## src/rtl/core/exponential_rms_meter_assert.svh

```systemverilog
// ----------------------------------------------------------------------------
// exponential_rms_meter_assert.svh
// assertion macros used by the rms meter rtl
// ----------------------------------------------------------------------------
`ifndef EXPONENTIAL_RMS_METER_ASSERT_SVH
`define EXPONENTIAL_RMS_METER_ASSERT_SVH

// same-cycle implication, checked out of reset
`define ERM_ASSERT_NOW(lbl, clk, rst_n, ante, cons, msg) \
    lbl: assert property (@(posedge clk) disable iff (!(rst_n)) (ante) |-> (cons)) \
        else $error(msg);

// next-cycle implication, checked out of reset
`define ERM_ASSERT_NEXT(lbl, clk, rst_n, ante, cons, msg) \
    lbl: assert property (@(posedge clk) disable iff (!(rst_n)) (ante) |=> (cons)) \
        else $error(msg);

`endif

```

## src/rtl/core/erm_pkg.sv

```systemverilog
// ----------------------------------------------------------------------------
// erm_pkg
// types and constants of the exponential rms meter
// ----------------------------------------------------------------------------
package erm_pkg;

    localparam int ALPHA_W    = 17;
    localparam int MS_W       = 32;
    localparam int RMS_W      = 16;
    localparam int PROD_W     = ALPHA_W + MS_W;
    localparam int ROOT_STEPS = RMS_W;
    localparam int STEP_CNT_W = $clog2(ROOT_STEPS);

    localparam logic [ALPHA_W-1:0] ALPHA_ONE   = 17'h10000;
    localparam logic [ALPHA_W-1:0] ALPHA_RESET = 17'd656;
    localparam logic [MS_W-1:0]    MS_MAX      = 32'hFFFF_FFFF;

    typedef enum logic [2:0] {
        S_IDLE,
        S_SQUARE,
        S_MUL_NEW,
        S_MUL_OLD,
        S_SUM,
        S_ROOT,
        S_WRITE
    } t_state;

    typedef struct packed {
        logic load;      // capture sample magnitude
        logic square;    // magnitude squared
        logic mul_new;   // alpha * square
        logic mul_old;   // (one - alpha) * mean square
        logic sum;       // new mean square, seed root
        logic root_step; // one root bit
        logic out_load;  // root into output register
    } t_dp_cmd;

endpackage

```

## src/rtl/core/erm_ctrl.sv

```systemverilog
// ----------------------------------------------------------------------------
// erm_ctrl
// sequencer of the rms meter: one item at a time through the datapath
// ----------------------------------------------------------------------------
module erm_ctrl
    import erm_pkg::*;
(
    input  logic    i_clk,
    input  logic    i_rst_n,
    input  logic    i_sample_valid,
    output logic    o_sample_ready,
    output logic    o_rms_valid,
    input  logic    i_rms_ready,
    output t_dp_cmd o_cmd
);

    t_state                r_state, n_state;
    logic [STEP_CNT_W-1:0] r_step, n_step;
    logic                  r_out_valid, n_out_valid;

    always_ff @(posedge i_clk) begin
        if (!i_rst_n) begin
            r_state     <= S_IDLE;
            r_step      <= '0;
            r_out_valid <= 1'b0;
        end else begin
            r_state     <= n_state;
            r_step      <= n_step;
            r_out_valid <= n_out_valid;
        end
    end

    always_comb begin
        n_state        = r_state;
        n_step         = r_step;
        o_cmd          = '0;
        o_sample_ready = 1'b0;
        case (r_state)
            S_IDLE: begin
                o_sample_ready = 1'b1;
                if (i_sample_valid) begin
                    o_cmd.load = 1'b1;
                    n_state    = S_SQUARE;
                end
            end
            S_SQUARE: begin
                o_cmd.square = 1'b1;
                n_state      = S_MUL_NEW;
            end
            S_MUL_NEW: begin
                o_cmd.mul_new = 1'b1;
                n_state       = S_MUL_OLD;
            end
            S_MUL_OLD: begin
                o_cmd.mul_old = 1'b1;
                n_state       = S_SUM;
            end
            S_SUM: begin
                o_cmd.sum = 1'b1;
                n_step    = '0;
                n_state   = S_ROOT;
            end
            S_ROOT: begin
                o_cmd.root_step = 1'b1;
                n_step          = r_step + 1'b1;
                if (r_step == STEP_CNT_W'(ROOT_STEPS - 1)) begin
                    n_state = S_WRITE;
                end
            end
            S_WRITE: begin
                // wait for the output register to be free
                if (!r_out_valid || i_rms_ready) begin
                    o_cmd.out_load = 1'b1;
                    n_state        = S_IDLE;
                end
            end
            default: begin
                n_state = S_IDLE;
            end
        endcase
        n_out_valid = o_cmd.out_load | (r_out_valid & ~i_rms_ready);
    end

    assign o_rms_valid = r_out_valid;

endmodule

```

## src/rtl/core/erm_dp.sv

```systemverilog
// ----------------------------------------------------------------------------
// erm_dp
// datapath of the rms meter: square, shared multiplier, mean square, root
// ----------------------------------------------------------------------------
module erm_dp
    import erm_pkg::*;
#(
    parameter int SAMPLE_BITS = 16
) (
    input  logic                          i_clk,
    input  logic                          i_rst_n,
    input  t_dp_cmd                       i_cmd,
    input  logic signed [SAMPLE_BITS-1:0] i_sample,
    input  logic                          i_cfg_we,
    input  logic [ALPHA_W-1:0]            i_cfg_data,
    output logic [RMS_W-1:0]              o_rms
);

    localparam int SQ_W  = 2 * SAMPLE_BITS - 1;
    localparam int FRAC  = 2 * SAMPLE_BITS - 2;
    localparam int EXT_W = SQ_W + MS_W;

    logic [ALPHA_W-1:0]     r_alpha;
    logic [MS_W-1:0]        r_ms;
    logic [SAMPLE_BITS-1:0] r_mag;
    logic [SQ_W-1:0]        r_sq;
    logic [PROD_W-1:0]      r_prod_new;
    logic [PROD_W-1:0]      r_prod_old;
    logic [MS_W-1:0]        r_rad;
    logic [RMS_W-1:0]       r_root;
    logic [RMS_W:0]         r_rem;
    logic [RMS_W-1:0]       r_rms;

    logic [SAMPLE_BITS-1:0] w_mag;
    logic [ALPHA_W-1:0]     w_alpha_eff;
    logic [EXT_W-1:0]       w_ext;
    logic [MS_W-1:0]        w_sq32;
    logic [ALPHA_W-1:0]     w_mul_a;
    logic [MS_W-1:0]        w_mul_b;
    logic [PROD_W-1:0]      w_prod;
    logic [PROD_W:0]        w_sum;
    logic [MS_W-1:0]        w_ms_next;
    logic [RMS_W+2:0]       w_rem_t;
    logic [RMS_W+2:0]       w_trial;
    logic [RMS_W+2:0]       w_diff;

    // magnitude of the two's complement sample, most negative gives 2^(n-1)
    assign w_mag = i_sample[SAMPLE_BITS-1] ? (~i_sample + 1'b1) : i_sample;

    // alpha above one acts as one
    assign w_alpha_eff = r_alpha[ALPHA_W-1] ? ALPHA_ONE : r_alpha;

    // square to q0.32, saturating at full scale
    assign w_ext  = {r_sq, {MS_W{1'b0}}} >> FRAC;
    assign w_sq32 = (|w_ext[EXT_W-1:MS_W]) ? MS_MAX : w_ext[MS_W-1:0];

    // one multiplier shared by both weighted terms
    assign w_mul_a = i_cmd.mul_new ? w_alpha_eff : (ALPHA_ONE - w_alpha_eff);
    assign w_mul_b = i_cmd.mul_new ? w_sq32 : r_ms;
    assign w_prod  = w_mul_a * w_mul_b;

    assign w_sum     = {1'b0, r_prod_new} + {1'b0, r_prod_old};
    assign w_ms_next = (|w_sum[PROD_W:MS_W+16]) ? MS_MAX : w_sum[MS_W+15:16];

    // restoring square root, one result bit a step
    assign w_rem_t = {r_rem, r_rad[MS_W-1:MS_W-2]};
    assign w_trial = {1'b0, r_root, 2'b01};
    assign w_diff  = w_rem_t - w_trial;

    always_ff @(posedge i_clk) begin
        if (!i_rst_n) begin
            r_alpha <= ALPHA_RESET;
            r_ms    <= '0;
        end else if (i_cfg_we) begin
            r_alpha <= i_cfg_data;
            r_ms    <= '0;
        end else if (i_cmd.sum) begin
            r_ms <= w_ms_next;
        end
    end

    always_ff @(posedge i_clk) begin
        if (i_cmd.load) begin
            r_mag <= w_mag;
        end
        if (i_cmd.square) begin
            r_sq <= SQ_W'(r_mag) * SQ_W'(r_mag);
        end
        if (i_cmd.mul_new) begin
            r_prod_new <= w_prod;
        end
        if (i_cmd.mul_old) begin
            r_prod_old <= w_prod;
        end
        if (i_cmd.sum) begin
            r_rad  <= w_ms_next;
            r_root <= '0;
            r_rem  <= '0;
        end else if (i_cmd.root_step) begin
            r_rad <= {r_rad[MS_W-3:0], 2'b00};
            if (w_rem_t >= w_trial) begin
                r_rem  <= w_diff[RMS_W:0];
                r_root <= {r_root[RMS_W-2:0], 1'b1};
            end else begin
                r_rem  <= w_rem_t[RMS_W:0];
                r_root <= {r_root[RMS_W-2:0], 1'b0};
            end
        end
        if (i_cmd.out_load) begin
            r_rms <= r_root;
        end
    end

    assign o_rms = r_rms;

endmodule

```

## src/rtl/core/exponential_rms_meter.sv

```systemverilog
// ----------------------------------------------------------------------------
// exponential_rms_meter
// running rms of a signed sample stream with exponential smoothing
// ----------------------------------------------------------------------------
// each accepted item is one signed q1.(n-1) sample; it is squared to q0.32,
// folded into the mean square as ((1 - alpha) * ms + alpha * sq) >> 16 and
// the floor square root of the new mean square leaves as a q0.16 rms item.
// alpha is q1.16 (reset 656, values above one act as one); writing it clears
// the mean square. one item is in flight at a time and passes, from the
// accepting cycle to the load of the result register, through these steps:
// accept, square, two passes through the shared 17x32 multiplier, the mean
// square update, the bit-serial square root and the load of the output
// register. the output register lets the result wait for the consumer while
// the next item is taken; if it is still waiting when the next result is
// ready, input stalls until it goes.
// ----------------------------------------------------------------------------
module exponential_rms_meter
    import erm_pkg::*;
#(
    parameter int SAMPLE_BITS = 16
) (
    input  logic                          i_clk,
    input  logic                          i_rst_n,
    // sample channel
    input  logic                          i_sample_valid,
    output logic                          o_sample_ready,
    input  logic signed [SAMPLE_BITS-1:0] i_sample,
    // rms channel
    output logic                          o_rms_valid,
    input  logic                          i_rms_ready,
    output logic [RMS_W-1:0]              o_rms,
    // alpha register write
    input  logic                          i_cfg_we,
    input  logic [ALPHA_W-1:0]            i_cfg_data
);

`include "exponential_rms_meter_assert.svh"

    // command bundle from sequencer to datapath
    t_dp_cmd w_cmd;

    erm_ctrl u_ctrl (
        .i_clk          (i_clk),
        .i_rst_n        (i_rst_n),
        .i_sample_valid (i_sample_valid),
        .o_sample_ready (o_sample_ready),
        .o_rms_valid    (o_rms_valid),
        .i_rms_ready    (i_rms_ready),
        .o_cmd          (w_cmd)
    );

    erm_dp #(
        .SAMPLE_BITS (SAMPLE_BITS)
    ) u_dp (
        .i_clk      (i_clk),
        .i_rst_n    (i_rst_n),
        .i_cmd      (w_cmd),
        .i_sample   (i_sample),
        .i_cfg_we   (i_cfg_we),
        .i_cfg_data (i_cfg_data),
        .o_rms      (o_rms)
    );

    // an accepted item keeps the block busy on the next cycle
    `ERM_ASSERT_NEXT(a_busy_after_accept, i_clk, i_rst_n,
        i_sample_valid && o_sample_ready, !o_sample_ready, "ready after accept")

    // a result is only loaded when the output register is free or being taken
    `ERM_ASSERT_NOW(a_no_overwrite, i_clk, i_rst_n,
        w_cmd.out_load && o_rms_valid, i_rms_ready, "result overwritten")

    // a loaded result is presented on the next cycle
    `ERM_ASSERT_NEXT(a_load_shows, i_clk, i_rst_n,
        w_cmd.out_load, o_rms_valid, "loaded result not valid")

endmodule
```

## config.mk

```make
export PLATFORM = sky130hd
export DESIGN_NAME = exponential_rms_meter
export DESIGN_NICKNAME = d
export VERILOG_FILES = /design/src/rtl/core/erm_pkg.sv /design/src/rtl/core/erm_ctrl.sv /design/src/rtl/core/erm_dp.sv /design/src/rtl/core/exponential_rms_meter.sv
export VERILOG_INCLUDE_DIRS = /design/src /design/src/rtl/core
export SDC_FILE = /design/constraint.sdc
export NUM_CORES = 2
export LEC_CHECK = 0
export BUFFER_PORTS_ARGS = -buffer_cell sky130_fd_sc_hd__buf_2
export CORE_MARGIN = 5
export CORE_UTILIZATION = 50
export CTS_CLUSTER_DIAMETER = 150
export DETAILED_ROUTE_END_ITERATION = 12
export PLACE_DENSITY = 0.69
export SLEW_MARGIN = 5
export SYNTH_ARGS = -nofsm -noshare
export SYNTH_HDL_FRONTEND = slang
export SYNTH_SLANG_ARGS = --single-unit
```

## constraint.sdc

```tcl
create_clock -name i_clk -period 11 [get_ports i_clk]
set_input_delay 2.2 -clock i_clk [delete_from_list [all_inputs] [get_ports i_clk]]
set_output_delay 2.2 -clock i_clk [all_outputs]
set_load 0.1 [all_outputs]
```

==> impl_metrics.xml <==
<?xml version="1.0" encoding="UTF-8"?>
<metrics>
  <group name="worst_hold_path">
    <metric name="hold_path_class" unit="">reg2reg</metric>
  </group>
  <group name="cells_and_area">
    <metric name="final_cell_mix" unit="">sky130_fd_sc_hd__inv_1 (871), sky130_fd_sc_hd__fa_1 (613), sky130_fd_sc_hd__nand2_1 (592), sky130_fd_sc_hd__nor2_1 (290), sky130_fd_sc_hd__ha_1 (288)</metric>
    <metric name="num-nets-final" unit="">5118</metric>
    <metric name="fillers" unit="">6835</metric>
    <metric name="finalNonFillerCells" unit="">5184</metric>
    <metric name="antenna-diode-count" unit="">0</metric>
    <metric name="finish.utilization" unit="">0.536</metric>
    <metric name="layout.cells.most_common" unit="">sky130_fd_sc_hd__inv_1</metric>
    <metric name="synthToLayoutAreaGrowth" unit="%">6.82</metric>
    <metric name="layout-drive-gt1-share" unit="">0.0518</metric>
  </group>
  <group name="cts">
    <metric name="cts_repair_resize_count" unit="">0</metric>
    <metric name="cts.clk_slew.worst_paths" unit="ns">0.06</metric>
    <metric name="postCtsSetupRepairBufs" unit="">0</metric>
    <metric name="cts_inserted_buffers" unit="">35</metric>
    <metric name="tritoncts" unit="">yes</metric>
    <metric name="maximum_level_of_the_cts_h_tree" unit="">2</metric>
    <metric name="tritoncts_num_sinks" unit="">282</metric>
    <metric name="cts_max_path_buffers" unit="">3</metric>
    <metric name="cts.root.buffer_cell" unit="">sky130_fd_sc_hd__clkbuf_16</metric>
    <metric name="clock_insertion_delay_worst_skew" unit="ns">0.57</metric>
    <metric name="cts.hold.buffers_added" unit="">0</metric>
  </group>
  <group name="logic_synthesis">
    <metric name="synthesis.area_per_instance" unit="um2">9.04</metric>
    <metric name="synth_cells" unit="">4200</metric>
    <metric name="netlist.top_cell.by_area" unit="">sky130_fd_sc_hd__fa_1</metric>
    <metric name="asr_flop_ratio_synth" unit="">0</metric>
    <metric name="synth.ff_latch_count" unit="">282</metric>
    <metric name="mappedNetlistNets" unit="">5139</metric>
    <metric name="synth_seq_area_share" unit="">0.199</metric>
    <metric name="synth_top_area_frac" unit="">0.323</metric>
    <metric name="yosys_warnings" unit="">0</metric>
    <metric name="netlist_area" unit="mm2">0.0380</metric>
    <metric name="yosys_most_used_dff" unit="">sky130_fd_sc_hd__edfxtp_1</metric>
    <metric name="synth.area.top_cells" unit="">sky130_fd_sc_hd__fa_1 (32%), sky130_fd_sc_hd__edfxtp_1 (15%), sky130_fd_sc_hd__ha_1 (9.5%)</metric>
    <metric name="synth.distinct_cells" unit="">70</metric>
    <metric name="synth_enable_flop_cells" unit="">192</metric>
  </group>
  <group name="global_routing">
    <metric name="first_global_vias" unit="">30000</metric>
    <metric name="grt_usage" unit="">0.243</metric>
    <metric name="pin_count_of_the_biggest_net_entering_global_routing" unit="">71</metric>
    <metric name="number_of_antenna_violations_at_the_first_check_in_global_routing" unit="">3</metric>
    <metric name="grt_pass1_wl" unit="um">159000</metric>
    <metric name="globalRouteOverflowTotal" unit="">0</metric>
  </group>
  <group name="power_and_ir_drop">
    <metric name="p_per_area" unit="mW/mm2">344</metric>
    <metric name="relative_contribution_of_combinational_cells_to_total_power" unit="">0.768</metric>
    <metric name="power.share.switching" unit="">0.505</metric>
    <metric name="switchingPower" unit="mW">7.05</metric>
    <metric name="share_seq_of_total_power" unit="">0.145</metric>
    <metric name="power_report.internal_total" unit="mW">6.92</metric>
    <metric name="totalPowerFinal" unit="mW">14.0</metric>
    <metric name="pwr-share-clk" unit="">0.087</metric>
    <metric name="static-leakage-power" unit="nW">20.0</metric>
    <metric name="power.ir.vdd_worst" unit="mV">0.636</metric>
  </group>
  <group name="floorplan">
    <metric name="die-width" unit="um">286</metric>
    <metric name="ioPinCount" unit="">56</metric>
    <metric name="initial_utilization" unit="">0.502</metric>
    <metric name="rows" unit="">101</metric>
    <metric name="floorplan.die.height" unit="um">286</metric>
    <metric name="die_outline_area" unit="mm2">0.0816</metric>
    <metric name="core_region_area" unit="mm2">0.0757</metric>
  </group>
  <group name="routing">
    <metric name="antenna_violating_nets_post_route" unit="">0</metric>
    <metric name="postRouteWirelength" unit="um">97800</metric>
    <metric name="via_per_inst" unit="">5.53</metric>
    <metric name="post_drt_wl_per_cell" unit="um">18.9</metric>
    <metric name="detail_route.iter0.violations" unit="">2080</metric>
    <metric name="route.detailed.drc" unit="">0</metric>
    <metric name="detailedRoute.firstPassIterationCount" unit="">8</metric>
    <metric name="dr_total_vias" unit="">28600</metric>
  </group>
  <group name="placement">
    <metric name="post_placement_cell_count" unit="">5120</metric>
    <metric name="routabilityCongestion" unit="">0.945</metric>
    <metric name="placement.io_buffers" unit="">55</metric>
    <metric name="hpwl" unit="um">77200</metric>
  </group>
  <group name="timing">
    <metric name="whs" unit="ns">0.452</metric>
    <metric name="max_clock_freq" unit="MHz">103</metric>
    <metric name="period_minus_slack" unit="ns">9.73</metric>
    <metric name="worst-slew-pin-transition" unit="ns">1.25</metric>
    <metric name="setup_viol" unit="">0</metric>
    <metric name="rsz0062_at_grt" unit="">no</metric>
    <metric name="worst_clock_skew" unit="ns">0.0418</metric>
    <metric name="hold_violations" unit="">0</metric>
    <metric name="final_max_slew_viol_count" unit="">0</metric>
    <metric name="totalNegativeSetupSlack" unit="ns">0</metric>
    <metric name="layout_worst_path_cycle_share" unit="">0.884</metric>
    <metric name="timing.max_slew.rel_slack" unit="">0.164</metric>
  </group>
  <group name="critical_path">
    <metric name="crit_fanout" unit="">50</metric>
    <metric name="slowest_stage" unit="">sky130_fd_sc_hd__clkinv_2</metric>
    <metric name="setup.worst_path.class" unit="">reg2reg</metric>
    <metric name="critPathCaptureType" unit="">flip-flop</metric>
    <metric name="worst_ep_arrival_time" unit="ns">10.00</metric>
    <metric name="timing.critical_path.from_type" unit="">flip-flop</metric>
    <metric name="cp_slowest_stage_delay" unit="ns">0.76</metric>
    <metric name="worst_path_most_repeated_cell" unit="">sky130_fd_sc_hd__fa_1</metric>
    <metric name="worst-endpoint-required" unit="ns">11.28</metric>
  </group>
  <group name="flow_run">
    <metric name="maxCapViolCount" unit="">0</metric>
  </group>
  <group name="status">
    <metric name="outcome" unit="">complete, no violations</metric>
  </group>
</metrics>
==> kinds of logic (layout without fill, tap and decap cells) <==
logic type | Yosys count | in the layout | share of synthesized area
compound gates | 587 | 587 | 0.0988
xor+xnor | 149 | 149 | 0.0344
fa+ha+maj | 901 | 901 | 0.418
buf+inv | 1043 | 1049 | 0.103
flops | 282 | 282 | 0.199
mux | 22 | 22 | 0.00583
simple gates | 1216 | 1216 | 0.141
==> final cells by class <==
type / instances / area (um2) / area share
Timing Repair Buffer: 112 / 703 / 0.0173
Clock buffer: 40 / 905 / 0.0223
Multi-Input combinational cell: 2875 / 26600 / 0.656
Inverter: 873 / 3280 / 0.0808
Clock inverter: 24 / 295 / 0.00728
Tap cell: 978 / 1220 / 0.0302
Sequential cell: 282 / 7570 / 0.186
==> metal layers <==
metal | vias to the layer above | track usage | wire, um
met5 | - | 0 | 11
met3 | 247 | 0.0434 | 7440
met1 | 14300 | 0.318 | 39800
met2 | 1013 | 0.414 | 46900
met4 | 2 | 0.0744 | 3540
li1 | 13100 | - | -
==> through the flow <==
stage	area (um2)	worst slack [ns]
final	40600	1.27
after global routing	40600	0.625
after CTS	40600	1.36
after detailed placement	39400	1.42
after floorplan	38000	1.88
after global placement	39400	1.59
==> power groups by stage <==
stage / Sequential (mW) / Clock (mW) / Combinational [mW]
after global placement: 2.05 / 0 / 10.5
after global routing: 2.05 / 1.28 / 12.2
final: 2.03 / 1.21 / 10.7
after detailed placement: 2.05 / 0 / 10.7
after floorplan: 1.99 / 0 / 8.17
after CTS: 2.03 / 1.24 / 10.8
==> critical path, delay by kind of cell (launching register included) <==
kind | cells | cell delay, ns
compound gates | 8 | 2.85
xor+xnor | 1 | 0.16
fa+ha+maj | 7 | 3.38
buf+inv | 8 | 1.78
flops | 1 | 0.48
simple gates | 6 | 0.76
==> path summary, 6_finish.rpt <==
check	startpoint	depth (start not counted)	slack [ns]	to
hold reg to reg	u_dp.r_root[15]	0	0.45	u_dp.o_rms[15]
setup / recovery	u_ctrl.r_state[2]	30	1.27	u_dp.r_prod_old[46]
hold / removal	u_dp.r_root[15]	0	0.45	u_dp.o_rms[15]
setup reg to reg	u_ctrl.r_state[2]	30	1.27	u_dp.r_prod_old[46]
==> cells in the mapped netlist (all sizes together) (28+ instances only) <==
cell type,instances
inv,872
fa,613
nand2,592
nor2,295
ha,288
edfxtp,192
a21oi,172
clkbuf,156
o21ai,141
and2,105
a21o,93
xnor2,91
dfxtp,90
xor2,58
nand3,38
nor2b,38
nor3,34
nand4,28
o21bai,28
==> state kept, by name (all words and copies together), names as in the netlist <==
name                cells
u_dp.r_mag             16
u_ctrl.r_step           4
u_ctrl.o_rms_valid      1
u_dp.r_prod_new        49
u_dp.r_root            16
u_ctrl.r_state          3
u_dp.o_rms             16
u_dp.r_rad             32
u_dp.r_ms              32
u_dp.r_prod_old        49
u_dp.r_alpha           17
u_dp.r_rem             17
u_dp.r_sq              30
No activity file was read; power rests on OpenSTA's default activity.
